==> src/design/mks_pkg.sv <==
// ----------------------------------------------------------------------------
// mks_pkg: shared types and constants for the matrix keypad scanner
// Register map, scan phase encoding, configuration bundle and the key table.
// ----------------------------------------------------------------------------
package mks_pkg;

  localparam int unsigned SettleW    = 19;
  localparam int unsigned CodeW      = 8;
  localparam int unsigned AddrW      = 5;
  localparam int unsigned DataW      = 32;

  localparam logic [SettleW-1:0] SettleReset = 19'd417000;

  // register indexes, byte address is 4 * index
  typedef enum logic [2:0] {
    REG_SETTLE      = 3'd0,
    REG_CODE_UP     = 3'd1,
    REG_CODE_DOWN   = 3'd2,
    REG_CODE_ENTER  = 3'd3,
    REG_CODE_DELETE = 3'd4
  } reg_idx_t;

  typedef enum logic {
    PH_SCAN    = 1'b0,
    PH_RELEASE = 1'b1
  } phase_t;

  typedef struct packed {
    logic [SettleW-1:0] settle_ticks;
    logic [CodeW-1:0]   code_up;
    logic [CodeW-1:0]   code_down;
    logic [CodeW-1:0]   code_enter;
    logic [CodeW-1:0]   code_delete;
  } cfg_t;

  // fixed legend of the keypad; column 3 comes from registers
  function automatic logic [CodeW-1:0] key_lookup(input logic [1:0] row,
                                                  input logic [1:0] col,
                                                  input cfg_t       cfg);
    logic [CodeW-1:0] code;
    code = '0;
    case ({row, col})
      4'b00_00: code = 8'h31;  // '1'
      4'b00_01: code = 8'h32;  // '2'
      4'b00_10: code = 8'h33;  // '3'
      4'b00_11: code = cfg.code_up;
      4'b01_00: code = 8'h34;  // '4'
      4'b01_01: code = 8'h35;  // '5'
      4'b01_10: code = 8'h36;  // '6'
      4'b01_11: code = cfg.code_down;
      4'b10_00: code = 8'h37;  // '7'
      4'b10_01: code = 8'h38;  // '8'
      4'b10_10: code = 8'h39;  // '9'
      4'b10_11: code = cfg.code_enter;
      4'b11_00: code = 8'h30;  // '0'
      4'b11_01: code = 8'h2E;  // '.'
      4'b11_10: code = 8'h2D;  // '-'
      4'b11_11: code = cfg.code_delete;
      default:  code = '0;
    endcase
    return code;
  endfunction

endpackage

==> src/design/mks_regs.sv <==
// ----------------------------------------------------------------------------
// mks_regs: configuration register file
// APB-style slave holding the settle time and the four programmable key codes.
// ----------------------------------------------------------------------------
module mks_regs
  import mks_pkg::*;
(
  input  logic             clk,
  input  logic             rst_n,
  input  logic             psel,
  input  logic             penable,
  input  logic             pwrite,
  input  logic [AddrW-1:0] paddr,
  input  logic [DataW-1:0] pwdata,
  output logic [DataW-1:0] prdata,
  output logic             pready,
  output cfg_t             cfg
);

  cfg_t     cfg_r;
  cfg_t     cfg_nxt;
  reg_idx_t idx;
  logic     wr_en;

  assign pready = 1'b1;
  assign idx    = reg_idx_t'(paddr[AddrW-1:2]);
  assign wr_en  = psel & penable & pwrite;

  always_comb begin
    cfg_nxt = cfg_r;
    if (wr_en) begin
      case (idx)
        REG_SETTLE:      cfg_nxt.settle_ticks = pwdata[SettleW-1:0];
        REG_CODE_UP:     cfg_nxt.code_up      = pwdata[CodeW-1:0];
        REG_CODE_DOWN:   cfg_nxt.code_down    = pwdata[CodeW-1:0];
        REG_CODE_ENTER:  cfg_nxt.code_enter   = pwdata[CodeW-1:0];
        REG_CODE_DELETE: cfg_nxt.code_delete  = pwdata[CodeW-1:0];
        default:         cfg_nxt = cfg_r;  // unmapped, drop
      endcase
    end
  end

  always_ff @(posedge clk) begin
    if (!rst_n) begin
      cfg_r.settle_ticks <= SettleReset;
      cfg_r.code_up      <= '0;
      cfg_r.code_down    <= '0;
      cfg_r.code_enter   <= '0;
      cfg_r.code_delete  <= '0;
    end else begin
      cfg_r <= cfg_nxt;
    end
  end

  always_comb begin
    prdata = '0;
    case (idx)
      REG_SETTLE:      prdata = {{(DataW-SettleW){1'b0}}, cfg_r.settle_ticks};
      REG_CODE_UP:     prdata = {{(DataW-CodeW){1'b0}}, cfg_r.code_up};
      REG_CODE_DOWN:   prdata = {{(DataW-CodeW){1'b0}}, cfg_r.code_down};
      REG_CODE_ENTER:  prdata = {{(DataW-CodeW){1'b0}}, cfg_r.code_enter};
      REG_CODE_DELETE: prdata = {{(DataW-CodeW){1'b0}}, cfg_r.code_delete};
      default:         prdata = '0;
    endcase
  end

  assign cfg = cfg_r;

endmodule

==> src/design/matrix_keypad_scanner.sv <==
// ----------------------------------------------------------------------------
// matrix_keypad_scanner: 4x4 keypad column scanner with release detection
//
//   channel | direction | handshake          | payload
//   in_     | input     | in_valid/in_stall  | in_row_levels[3:0]
//   out_    | output    | out_valid/out_stall| out_drive_column, out_key_valid,
//           |           |                    | out_key_code
//   cfg     | input     | APB psel/penable   | paddr[4:0], pwdata/prdata[31:0]
//
// One item per cycle while in_stall is low: scan state and result are both
// registered at the accepting edge, and offered from the next cycle on.
// Throughput is set by the single next-state step plus the output register.
// A held result stalls the input only while out_stall is high.
// Synchronous reset clears the scan state and output valid and loads the register defaults.
// ----------------------------------------------------------------------------
module matrix_keypad_scanner
  import mks_pkg::*;
(
  input  logic             clk,
  input  logic             rst_n,
  input  logic             in_valid,
  output logic             in_stall,
  input  logic [3:0]       in_row_levels,
  output logic             out_valid,
  input  logic             out_stall,
  output logic [1:0]       out_drive_column,
  output logic             out_key_valid,
  output logic [CodeW-1:0] out_key_code,
  input  logic             psel,
  input  logic             penable,
  input  logic             pwrite,
  input  logic [AddrW-1:0] paddr,
  input  logic [DataW-1:0] pwdata,
  output logic [DataW-1:0] prdata,
  output logic             pready
);

  cfg_t cfg;

  mks_regs u_regs (
    .clk     (clk),
    .rst_n   (rst_n),
    .psel    (psel),
    .penable (penable),
    .pwrite  (pwrite),
    .paddr   (paddr),
    .pwdata  (pwdata),
    .prdata  (prdata),
    .pready  (pready),
    .cfg     (cfg)
  );

  phase_t             phase_r,  phase_nxt;
  logic [1:0]         col_r,    col_nxt;
  logic [1:0]         row_r,    row_nxt;
  logic [SettleW-1:0] wait_r,   wait_nxt;

  logic               out_valid_r, out_valid_nxt;
  logic [1:0]         out_col_r;
  logic               out_kv_r;
  logic [CodeW-1:0]   out_code_r;

  logic               accept;
  logic               hit;
  logic [1:0]         hit_row;
  logic               release_seen;
  logic               key_valid;
  logic [CodeW-1:0]   key_code;

  assign in_stall = out_valid_r & out_stall;
  assign accept   = in_valid & ~in_stall;

  // priority pick of the lowest pressed row
  always_comb begin
    hit     = ~&in_row_levels;
    hit_row = 2'd3;
    if (!in_row_levels[2]) hit_row = 2'd2;
    if (!in_row_levels[1]) hit_row = 2'd1;
    if (!in_row_levels[0]) hit_row = 2'd0;
  end

  assign release_seen = in_row_levels[row_r];

  // next state
  always_comb begin
    phase_nxt = phase_r;
    col_nxt   = col_r;
    row_nxt   = row_r;
    wait_nxt  = wait_r;
    case (phase_r)
      PH_SCAN: begin
        if (wait_r != '0) begin
          wait_nxt = wait_r - 1'b1;
          if (wait_r == SettleW'(1)) col_nxt = col_r + 1'b1;
        end else if (hit) begin
          row_nxt   = hit_row;
          phase_nxt = PH_RELEASE;
        end else if (cfg.settle_ticks == '0) begin
          col_nxt = col_r + 1'b1;
        end else begin
          wait_nxt = cfg.settle_ticks;
        end
      end
      PH_RELEASE: begin
        if (wait_r != '0) begin
          wait_nxt = wait_r - 1'b1;
        end else if (release_seen) begin
          phase_nxt = PH_SCAN;
          col_nxt   = 2'd0;
        end else begin
          wait_nxt = cfg.settle_ticks;
        end
      end
      default: phase_nxt = PH_SCAN;
    endcase
  end

  // result of this tick
  always_comb begin
    key_valid = 1'b0;
    key_code  = '0;
    case (phase_r)
      PH_RELEASE: begin
        if (wait_r == '0 && release_seen) begin
          key_valid = 1'b1;
          key_code  = key_lookup(row_r, col_r, cfg);
        end
      end
      default: begin
        key_valid = 1'b0;
        key_code  = '0;
      end
    endcase
  end

  always_ff @(posedge clk) begin
    if (!rst_n) begin
      phase_r <= PH_SCAN;
      col_r   <= '0;
      row_r   <= '0;
      wait_r  <= '0;
    end else if (accept) begin
      phase_r <= phase_nxt;
      col_r   <= col_nxt;
      row_r   <= row_nxt;
      wait_r  <= wait_nxt;
    end
  end

  assign out_valid_nxt = accept | (out_valid_r & out_stall);

  always_ff @(posedge clk) begin
    if (!rst_n) begin
      out_valid_r <= 1'b0;
    end else begin
      out_valid_r <= out_valid_nxt;
    end
  end

  always_ff @(posedge clk) begin
    if (accept) begin
      out_col_r  <= col_nxt;
      out_kv_r   <= key_valid;
      out_code_r <= key_code;
    end
  end

  assign out_valid        = out_valid_r;
  assign out_drive_column = out_col_r;
  assign out_key_valid    = out_kv_r;
  assign out_key_code     = out_code_r;

  // a release restarts the scan at column 0
  a_release_col0: assert property (@(posedge clk) disable iff (!rst_n)
    (out_valid_r && out_kv_r) |-> (out_col_r == 2'd0))
    else $error("key reported with nonzero drive column");

  a_idle_code: assert property (@(posedge clk) disable iff (!rst_n)
    (out_valid_r && !out_kv_r) |-> (out_code_r == '0))
    else $error("key code set without key valid");

  a_release_exit: assert property (@(posedge clk) disable iff (!rst_n)
    (accept && phase_r == PH_RELEASE && wait_r == '0 && release_seen)
      |=> (phase_r == PH_SCAN && col_r == 2'd0))
    else $error("release not followed by scan restart");

endmodule

==> config.mk <==
export PLATFORM = sky130hd
export DESIGN_NAME = matrix_keypad_scanner
export DESIGN_NICKNAME = d
export VERILOG_FILES = /design/src/design/mks_pkg.sv /design/src/design/mks_regs.sv /design/src/design/matrix_keypad_scanner.sv
export SDC_FILE = /design/constraint.sdc
export NUM_CORES = 1
export LEC_CHECK = 0
export ABC_CLOCK_PERIOD_IN_PS = 5300
export BUFFER_PORTS_ARGS = -buffer_cell sky130_fd_sc_hd__buf_2
export CORE_MARGIN = 5
export CORE_UTILIZATION = 60
export DETAILED_ROUTE_END_ITERATION = 8
export PLACE_DENSITY = 0.85
export SLEW_MARGIN = 20
export SYNTH_ARGS = -nofsm -noshare
export SYNTH_HDL_FRONTEND = slang
export SYNTH_SLANG_ARGS = --single-unit
export TNS_END_PERCENT = 30
==> constraint.sdc <==
create_clock -name clk -period 5.3 [get_ports clk]
set_input_delay 0.265 -clock clk [delete_from_list [all_inputs] [get_ports clk]]
set_output_delay 0.265 -clock clk [all_outputs]
set_load 0.005 [all_outputs]
* Word level (Yosys, flattened, before mapping)
Index checks and enable logic that the tools add are counted.
Cells by class: add/subtract/negate cells 2, $lt $le $gt $ge 1, eq/ne operators 23, muxes and demuxes 26, bitwise operators 9, reduce and logical (&&, ||, !) cells 15
Operator list (count):
- $pmux W8 S16 | 1
- $mux W19 | 5
- $pmux W19 S5 | 1
- $logic_not A19 Y1 | 2
- $pmux W19 S2 | 1
- $eq A4 B4 Y1 const B | 8
- $eq A19 B1 Y1 const B | 1
- $reduce_bool A19 Y1 | 1
- $sub A19 B1 Y19 const B | 1
- $eq A4 B3 Y1 const B | 4
- $mux W2 | 8
- $reduce_and A2 Y1 | 6
- $reduce_and A4 Y1 | 3
- $eq A4 B2 Y1 const B | 2
- $mux W1 | 7
- $eq A3 B2 Y1 const B | 2
- $ne A3 B3 Y1 const B | 2
- $and A1 B1 Y1 | 4
- $eq A4 B1 Y1 const B | 1
- $logic_not A4 Y1 | 1
- $not A1 Y1 | 4
- $pmux W2 S2 | 1
- $eq A3 B1 Y1 const B | 1
- $eq A3 B3 Y1 const B | 1
- other kinds (8) | 8
Storage, ports and cells: flip-flop bits (word level) 87, bits of input ports 48, output and inout port bits 46, word-level logic and storage cells 89

* Depth between registers and ports, before layout
Gate-level depths: netlist (run 1).
depth after elaboration 5, gate-level depth with buffers 8, gate-level depth less buffers 7

* Hierarchy
A second synthesis (run 1) with hierarchy kept.
Second synthesis, totals: cell total of the unflattened synthesis 578, area, all modules 5200.0 um2
Modules (own cells, without submodules):
- matrix_keypad_scanner | instances 1, cells an instance 308, area each 2613.8 um2, seq. area each 830.8 um2
- mks_regs | instances 1, cells an instance 270, area each 2586.2 um2, seq. area each 1021.0 um2

* Worst setup path after synthesis (run 1)
Ideal clock, no wire load.
path type register to register, start point reg wait_r[0], end point reg col_r[0], setup time 0.092 ns, arrival time 2.301 ns, data required time 5.208 ns, slack 2.907 ns, stages on the path, launching flop included 9, buffers on the path 1, clock period less this slack 2.393 ns, path through dfxtp_1 > inv_1 > ha_1 > or3b_2 > or3_4 > buf_6 > o31ai_4 > a31oi_1 > a311oi_1
Between the ends: longest elaborated chain between the ends 4, elaborated cells between the ends (all ways) 6, those cells by class eq/ne (1); mux (4); reduce/logical (1)
RTL lines:
- from (decl) | RTL line matrix_keypad_scanner.sv:56 | logic [SettleW-1:0] wait_r, wait_nxt;
- from (signal assigned) | RTL line matrix_keypad_scanner.sv:146 | wait_r <= wait_nxt;
- $eq A19 B1 Y1 | RTL line matrix_keypad_scanner.sv:94 | if (wait_r == SettleW'(1)) col_nxt = col_r + 1'b1;
- $mux W2 | RTL line matrix_keypad_scanner.sv:94
- $mux W2 | RTL line matrix_keypad_scanner.sv:92 | if (wait_r != '0) begin
- $pmux W2 S2 * | RTL line matrix_keypad_scanner.sv:90 | case (phase_r)
- to (signal assigned) | RTL line matrix_keypad_scanner.sv:144 | col_r <= col_nxt;
- to (decl) | RTL line matrix_keypad_scanner.sv:54 | logic [1:0] col_r, col_nxt;
Mark *: on every way between the ends. The rest lies on a longest branch, timed or not. A chain may end at the register's enable or synchronous reset.

* Worst setup path in the final report (run 1)
start point reg out_valid_r (netlist: out_valid), end point reg wait_r[1]
Between the ends: longest elaborated chain between the ends 4
RTL lines:
- from (decl) | RTL line matrix_keypad_scanner.sv:58 | logic out_valid_r, out_valid_nxt;
- from (signal assigned) | RTL line matrix_keypad_scanner.sv:156 | out_valid_r <= out_valid_nxt;
- $and A1 B1 Y1 | RTL line matrix_keypad_scanner.sv:70 | assign in_stall = out_valid_r & out_stall;
- $not A1 Y1 | RTL line matrix_keypad_scanner.sv:71 | assign accept = in_valid & ~in_stall;
- $and A1 B1 Y1 | RTL line matrix_keypad_scanner.sv:71
- $reduce_and A4 Y1 (no source line)
No other way between the ends.

==> metrics, run 1 <==
worst slew pin tran 0.970 ns; port bufs 64; worst reg2reg endpoint wait_r[1]$_SDFFE_PN0P_; critical path class flop to flop; worst endpoint required time 5.59 ns; Pint 1.41 mW; hold buffer count at CTS 0; CTS clock-pin slew for the worst setup and hold paths 0.09 ns; final period utilization 0.592; sequential element share of the synthesized area 0.376; Via density 6.30; clock power share 0.206; pwr dens 455 nW/um^2; placed insts 715; Worst VDD drop 0.000302 V; Min-Delay Path Class input pin to flop; nets 675; Reg power frac 0.330; worst hold slack 0.115 ns; final setup TNS 0 ns; initial antenna violation count 1; wire per inst 17.5 microns; reg2reg start out_valid$_SDFF_PN0_; IO Pins 94; sw frac 0.431; RSZ-0062 raised after global routing false; clock period minus worst slack 3.14 ns; detailed-route DRC error count 0; via count 4605; first-pass GRT wire length 21200 microns; largest family of logic cells by synthesized area simple AND/OR/NAND/NOR gates; core area 8090 sq um; Hold EP u_regs.cfg[43]$_SDFFE_PN1P_; Max Freq 319 MHz; Mean Syn Cell Area 8.54 sq um; FF+latch area 1850 sq um; CTS H-Tree Depth 3; post-synth top area share 0.309; routed wire length 12800 microns; largest net degree at the start of global routing 42; Area Growth Syn to Fin 10.4%; Post-Synth XOR/XNOR Area 0; Slew Limit Fails 0; die area 10100 sq um; die width 101 microns; r2r setup slk 2.16 ns; Starting Density 0.609; Placer Congestion 0.936; Starting DRT DRC Count 572; Netlist cell types 64; Non-Filler Instances 731; clk root buf clkbuf_8; hold_sp pwdata[11]; post-synthesis compound-gate area fraction 0.163; gr ovfl total 0; slew margin rel. 0.348; final hold violations 0; Main synth FF type dfxtp_1; CTS max path bufs 2; Synth Warn # 0; Final Core Density 0.672; Mapped Cells 577; Max FO, Critical Path 28; total CTS buffers 9; Fill cells 662; met2 Track Usage GR 0.405; startpoint types flop; leading post-synthesis cells by cell area dfxtp_1 31%, mux2i_1 11%, edfxtp_1 6.7%, nor2_1 4.7%, a21oi_1 4.7%; Synth Area in Adders 0.0152; status complete, no violations; Crit. End Element flop; ys async rst share 0; Post-CTS Setup Bufs 0; Leakage Power 2.12 nW; Sink Count 87; met1 Resource Use GR 0.360; post-synthesis mux area share 0.146; Worst Reg2Reg Path Length in Cells 5; Rows 33; dominant cell type by area after synthesis dfxtp_1; NetSw 1.07 mW; layout cells sized above 1 0.171; FF+latch count, synth 87; met3 Resource Use GR 0.0394; PostCTS Resize Cnt 0; simple-gate share of the synthesized area 0.237; post-synth design cell area 4930 sq um; WP data arrival 3.43 ns; hpwl dp 9020 microns; clock latency on the worst-skew pair 0.36 ns; Antenna Cells 0; CTS tree done; number of flops mapped to enable cells by yosys 11; vias in the first global route 4277; area of the multi-input gates 2820 sq um; DRT Pass-1 Iters 5; max cap viols 0; total track usage 0.258; grt peak-use layer met2; die height 101 microns; final clock skew 0.0126 ns; Min-Delay Path Depth 3; combinational power share 0.464; final setup vio count 0; Routed Antenna Nets 0
==> cell type report <==
type / instances / share of cell area
Inverter: 11 / 0.00759
Tap cell: 105 / 0.0241
Clock inverter: 5 / 0.0149
Timing Repair Buffer: 72 / 0.0699
Sequential cell: 87 / 0.340
Multi-Input combinational cell: 440 / 0.519
Clock buffer: 11 / 0.0241
==> Yosys cell counts (all sizes together) (2+ instances only) <==
master	instances
nor2	63
nor3	18
o211a	3
nor2b	2
dfxtp	76
nor3b	4
a21oi	46
and2	14
a31oi	7
conb	2
mux2	3
nand2b	6
o32ai	6
buf	23
o31ai	3
mux4	7
o21ai	14
o22ai	13
and3	2
nor4	12
a211oi	12
nand4	12
or4	7
a2111oi	4
inv	10
ha	6
nand3b	2
nand2	61
or3	5
edfxtp	11
nand3	22
mux2i	53
clkbuf	28
==> how the worst max path moves through the flow <==
stage	slack, ns	cells past startpoint	end	startpoint
finish	2.16	5	wait_r[1]$_SDFFE_PN0P_	out_valid$_SDFF_PN0_
global route	1.88	5	wait_r[1]$_SDFFE_PN0P_	out_valid$_SDFF_PN0_
CTS	2.22	5	wait_r[1]$_SDFFE_PN0P_	out_valid$_SDFF_PN0_
detailed placement	2.22	6	wait_r[1]$_SDFFE_PN0P_	out_stall
global placement	2.30	6	wait_r[2]$_SDFFE_PN0P_	out_stall
floorplan	2.91	8	col_r[0]$_SDFFE_PN0P_	wait_r[0]$_SDFFE_PN0P_
==> state kept, by name (all words and copies together), names as in the netlist <==
name and flops:
col_r 2, out_drive_column 2, out_key_code 8, out_key_valid 1, out_valid 1, phase_r 1
row_r 2, u_regs.cfg 51, wait_r 19
==> metrics by stage <==
stage / cell area (sq um) / power (mW) / worst slack (ns)
6_report: 5440 / 2.47 / 2.16
2_1_floorplan: 4970 / 1.70 / 2.91
3_3_place_gp: 5230 / 1.91 / 2.30
4_1_cts: 5440 / 2.43 / 2.22
3_5_place_dp: 5230 / 1.93 / 2.22
5_1_grt: 5440 / 2.62 / 1.88
==> per-layer routing <==
layer  up-vias  wire length (microns)
li1       2186                      -
met3        32                   1120
met1      2133                   5450
met5         -                     11
met4         2                    242
met2       252                   5990
==> worst max-delay path, cell delays in order, from the launching register on <==
cell and delay [ns]:
dfxtp_1 0.32, and2_1 0.15, nand2b_1 0.65, clkinv_1 0.95, o21ai_1 0.72, mux2i_1 0.27
==> power groups by stage <==
stage	clock, mW	combinational, mW	sequential [mW]
6_report	0.510	1.15	0.818
5_1_grt	0.544	1.24	0.829
4_1_cts	0.508	1.11	0.813
3_5_place_dp	0	1.10	0.828
3_3_place_gp	0	1.08	0.824
2_1_floorplan	0	0.903	0.800
==> placed cells by master, fill, tap and decap left out, types with 9 or more instances in the layout <==
cell type  count
buf_2         64
and2_1        14
dfxtp_1       76
nor3_1        16
nor4_1         9
o21ai_0       13
clkbuf_8       9
a211oi_1      12
nor2_1        62
nand4_1       12
nand3_1       22
edfxtp_1      11
inv_1         10
o22ai_1       13
mux2i_1       53
a21oi_1       46
nand2_1       61
conb_1        14
==> logic make-up after synthesis <==
family                     Yosys count
and+or+nand+nor                    233
AOI/OAI and AO/OA                  124
DFF                                 87
muxes                               63
buffers and inverters               62
adders and majority gates            6
other                                2
No activity file was read; power rests on OpenSTA's default activity.
==> inputs of run 2 (changes only) <==
ABC_AREA = 1   (was not set)
ABC_CLOCK_PERIOD_IN_PS = 2600   (was 5300)
CORE_UTILIZATION = 50   (was 60)
PLACE_DENSITY = 0.76   (was 0.85)
clock period = 2.6 ns   (was 5.3 ns; I/O delays follow)
==> metrics, run 2 <==
Main synth FF type dfxtp_1; critical path class flop to flop; max cap viols 0; Synth Warn # 0; hold buffer count at CTS 5; ys async rst share 0; worst hold slack 0.00809 ns; Sink Count 87; nets 817; clock period minus worst slack 2.22 ns; critical path's largest stage delay 0.38 ns; Mapped Cells 692; clock latency on the worst-skew pair 0.37 ns; startpoint types flop; CTS tree done; CP Cell Sequence inv_1 > ha_1 > nand2_2 > nor2_4 > nand3_4 > clkinv_4 > nand2_4 > nor2_8 > nand2_1 > a41oi_1; Starting Density 0.513; clk root buf clkbuf_8; IO Pins 94; vias in the first global route 4531; die height 107 microns; Antenna Cells 0; slew margin rel. 0.556; worst endpoint required time 2.80 ns; Max FO, Critical Path 9; DRT Pass-1 Iters 4; hpwl dp 9590 microns; layout cells sized above 1 0.145; Leakage Power 2.51 nW; pwr dens 550 nW/um^2; dominant cell type by area after synthesis dfxtp_1; Routed Antenna Nets 0; worst slew pin tran 0.663 ns; Slew Limit Fails 0; FF+latch count, synth 87; Fill cells 894; Max Freq 451 MHz; total track usage 0.230; most common cell after layout, fill and taps aside nor2_1; RSZ-0062 raised after global routing false; number of flops mapped to enable cells by yosys 11; Placer Congestion 1.00; post-synth top area share 0.321; Worst VDD drop 0.000274 V; final period utilization 0.852; via count 4811; most frequent cells in the layout 146 x nor2_1, 108 x nand2_1, 92 x o21ai_0; die width 107 microns; Crit. End Element flop; slowest CP cell dfxtp_1; Post-synth top cells 146 x nor2_1, 108 x nand2_1, 92 x o21ai_0, 80 x inv_1, 76 x dfxtp_1; Via density 5.36; largest net degree at the start of global routing 60; status complete, no violations; WP data arrival 2.41 ns; final hold violations 0; wire per inst 14.6 microns; final clock skew 0.0163 ns; most frequent cell after synthesis nor2_1; Rows 35; dpl cell area 5160 sq um; max reg flops 51; CTS clock-pin slew for the worst setup and hold paths 0.10 ns; first-pass GRT wire length 21500 microns; initial antenna violation count 0; CTS H-Tree Depth 3; PostCTS Resize Cnt 0; total CTS buffers 9; routed wire length 13100 microns; port bufs 64; leading post-synthesis cells by cell area dfxtp_1 32%, nor2_1 12%, o21ai_0 9.7%, nand2_1 8.5%, edfxtp_1 7.0%; Starting DRT DRC Count 423; Mean Syn Cell Area 6.85 sq um; Post-CTS Setup Bufs 0; final setup TNS 0 ns; Netlist cell types 43; post-synth design cell area 4740 sq um; Area Growth Syn to Fin 13.7%; final setup vio count 0; core area 9240 sq um; gr ovfl total 0; Min-Delay Path Class input pin to flop; sequential element share of the synthesized area 0.390; CTS max path bufs 2; die area 11500 sq um; detailed-route DRC error count 0; design area 5400 sq um
==> run 2: layer usage <==
layer	GRT usage	vias to the layer above	wire length, microns
li1	-	2375	-
met3	0.0552	32	1230
met1	0.295	2163	5420
met2	0.385	241	6140
met4	0.0667	0	264
met5	0	-	0
==> run 2: stage by stage <==
| stage | setup WS, ns | total power, mW | std cells | util |
|---|---|---|---|---|
| after floorplan | 0.570 | 1.91 | 704 | - |
| after global placement | 0.480 | 2.03 | 876 | 0.558 |
| after detailed placement | 0.447 | 2.05 | 876 | 0.558 |
| after CTS | 0.413 | 2.97 | 897 | 0.584 |
| after global routing | 0.278 | 3.13 | 897 | 0.584 |
| final | 0.385 | 2.97 | 897 | 0.584 |
==> run 2: where the power goes <==
part,total (mW),internal [mW],switching (mW)
Combinational,0.564,0.201,0.363
Clock,0.933,0.389,0.544
Sequential,1.47,1.42,0.0509
Total,2.97,2.01,0.958
==> run 2: logic make-up (layout without fill, tap and decap cells) <==
kind of cell               count (synthesis)  after routing  share of synthesized area
and+or+nand+nor                          300            300                      0.267
AOI/OAI and AO/OA                        170            170                      0.198
buffers and inverters                    120            184                      0.114
DFF                                       87             87                      0.390
xor gates and xnor gates                   7              7                     0.0129
adders and majority gates                  6              6                     0.0158
other                                      2             14                    0.00158
==> run 2: layout make-up <==
type,count,area [sq um],area share
repair buffers,81,460,0.0853
flip-flops and latches,87,1850,0.343
clock inverters,6,51.3,0.00951
well taps,129,161,0.0299
clock buffers,10,138,0.0255
multi-input cells,497,2400,0.444
inverters,87,337,0.0624
==> run 2: final timing paths <==
| check | start | endpoint | slack [ns] | cells after the start |
|---|---|---|---|---|
| setup / recovery | wait_r[0]$_SDFFE_PN0P_ | out_key_code[3]$_SDFFCE_PN0P_ | 0.38 | 10 |
| hold / removal | pwdata[18] | u_regs.cfg[50]$_SDFFE_PN1P_ | 0.008 | 3 |
| setup reg to reg | wait_r[0]$_SDFFE_PN0P_ | out_key_code[3]$_SDFFCE_PN0P_ | 0.38 | 10 |
| hold reg to reg | wait_r[16]$_SDFFE_PN0P_ | wait_r[16]$_SDFFE_PN0P_ | 0.47 | 2 |
==> run 2: worst max-delay path, delay by kind of cell (launching register included) <==
| family | cells | cell delay, ns |
|---|---|---|
| buffers and inverters | 2 | 0.27 |
| AND/OR/NAND/NOR | 6 | 0.90 |
| flip-flops | 1 | 0.38 |
| AO/OA/AOI/OAI | 1 | 0.27 |
| adder cells (fa/ha/maj) | 1 | 0.22 |
==> inputs of run 3 (changes only) <==
CORE_UTILIZATION = 45   (was 50)
PLACE_DENSITY = 0.69   (was 0.76)
SYNTH_HIERARCHICAL = 1   (was not set)
==> metrics, run 3 <==
worst endpoint required time 2.82 ns; Min-Delay Path Depth 3; routed wire length 14200 microns; die width 118 microns; Starting Density 0.461; Main synth FF type dfxtp_1; met3 WL 977 microns; hpwl dp 10400 microns; Max FO, Critical Path 13; worst hold slack 0.0119 ns; gr ovfl total 0; Mean Syn Cell Area 6.45 sq um; FF+latch count, synth 87; Routed Antenna Nets 0; Synth Area in Adders 0.0142; max cap viols 0; Max Freq 438 MHz; PostCTS Resize Cnt 0; post-synth top area share 0.288; Via density 5.05; total CTS buffers 9; final setup TNS 0 ns; Pwr Total 3.70 mW; ys async rst share 0; vias in the first global route 4797; critical path's largest stage delay 0.35 ns; via count 5186; Worst VDD drop 0.000387 V; Worst Reg2Reg Path Length in Cells 12; final period utilization 0.879; total track usage 0.202; wire per inst 13.8 microns; Post-CTS Setup Bufs 0; clock latency on the worst-skew pair 0.34 ns; routed wl met2 6480 microns; final hold violations 0; CTS max path bufs 2; largest net degree at the start of global routing 60; Sink Count 87; Post-synth top cells 212 x nand2_1, 180 x nor2_1, 86 x inv_1, 76 x dfxtp_1, 74 x nand3_1; Synth Warn # 6; CP Cell Sequence inv_1 > ha_1 > nand2_2 > nor2_8 > inv_4 > nor2_8 > nand3_4 > nand3_2 > buf_4 > nor2_1 > a21oi_1 > nor2_1; leading post-synthesis cells by cell area dfxtp_1 29%, nand2_1 15%, nor2_1 13%, nand3_1 7.0%, edfxtp_1 6.3%; DRT Pass-1 Iters 5; startpoint types flop; Placer Congestion 0.891; Non-Filler Instances 1027; Rows 39; RSZ-0062 raised after global routing false; Post-Synth XOR/XNOR Area 0.00994; status complete, no violations; final setup vio count 0; post-synthesis compound-gate area fraction 0.0852; most common cell after layout, fill and taps aside nand2_1; Slew Limit Fails 0; detailed-route DRC error count 0; dominant cell type by area after synthesis dfxtp_1; final clock skew 0.00686 ns; Fill cells 1158; Leakage Power 2.85 nW; post-synthesis mux area share 0; initial antenna violation count 0; Antenna Cells 0; clock period minus worst slack 2.29 ns; IO Pins 94; Mapped Cells 819; largest family of logic cells by synthesized area simple AND/OR/NAND/NOR gates; Area Growth Syn to Fin 13.6%; simple-gate share of the synthesized area 0.425; die height 118 microns; worst slew pin tran 0.664 ns; dpl cell area 5630 sq um; CTS clock-pin slew for the worst setup and hold paths 0.06 ns; CTS tree done; die area 14000 sq um; slew margin rel. 0.556; hold buffer count at CTS 4; post-synth design cell area 5290 sq um; nets 933; port bufs 64; clk root buf clkbuf_16; core area 11500 sq um; number of flops mapped to enable cells by yosys 11; max layer used met4; sequential element share of the synthesized area 0.350; critical path class flop to flop; slowest CP cell dfxtp_1; design area 6000 sq um; placed insts 1007; pwr dens 616 nW/um^2; layout cells sized above 1 0.137; Starting DRT DRC Count 460; WP data arrival 2.51 ns; most frequent cells in the layout 212 x nand2_1, 180 x nor2_1, 86 x inv_1; Crit. End Element flop; CTS H-Tree Depth 3; first-pass GRT wire length 23500 microns; Netlist cell types 46; M1 wire length 6510 microns; max reg flops 51; most frequent cell after synthesis nand2_1; Min-Delay Path Class input pin to flop
## run 3: critical path: cells and delay by family (launching register included)
kind                       cells  cell delay (ns)
AOI/OAI and AO/OA              1             0.11
adders and majority gates      1             0.24
buffers and inverters          3             0.44
DFF                            1             0.35
and+or+nand+nor                7             1.03
## run 3: worst paths after layout
kind                           startpoint                           to  slack [ns]
setup / recovery   wait_r[0]$_SDFFE_PN0P_      wait_r[13]$_SDFFE_PN0P_        0.31
setup reg to reg   wait_r[0]$_SDFFE_PN0P_      wait_r[13]$_SDFFE_PN0P_        0.31
hold reg to reg   wait_r[16]$_SDFFE_PN0P_      wait_r[16]$_SDFFE_PN0P_        0.49
hold / removal                 pwdata[18]  u_regs/cfg[50]$_SDFFE_PN1P_        0.01
## run 3: kinds of logic (layout without fill, tap and decap cells)
family | Yosys count | in the layout
compound gates | 74 | 74
xor+xnor | 6 | 6
fa+ha+maj | 6 | 6
buf+inv | 132 | 185
flops | 87 | 87
other cells | 2 | 14
simple gates | 512 | 512
## run 3: area by class of cell
cell class | instances | area [sq um] | share of cell area
multi-input cells | 612 | 2880 | 0.479
flip-flops and latches | 87 | 1850 | 0.308
repair buffers | 75 | 413 | 0.0688
inverters | 94 | 355 | 0.0592
clock buffers | 12 | 236 | 0.0394
well taps | 143 | 179 | 0.0298
clock inverters | 4 | 93.8 | 0.0156
## run 3: metal layers
layer	up-vias	global-route usage
met2	165	0.323
li1	2678	-
met3	21	0.0363
met4	0	0.0638
met1	2322	0.278
met5	-	0
## run 3: power breakdown
part           total [mW]  leakage [nW]  internal (mW)  switching [mW]
logic               0.750          1.96          0.258           0.492
registers            1.49         0.729           1.43          0.0611
clock network        1.46         0.158          0.938           0.526
## run 3: stage by stage
step / worst slack, ns / util
3_3_place_gp: 0.343 / 0.491
6_report: 0.315 / 0.524
3_5_place_dp: 0.322 / 0.491
2_1_floorplan: 0.834 / -
4_1_cts: 0.311 / 0.524
5_1_grt: 0.170 / 0.524
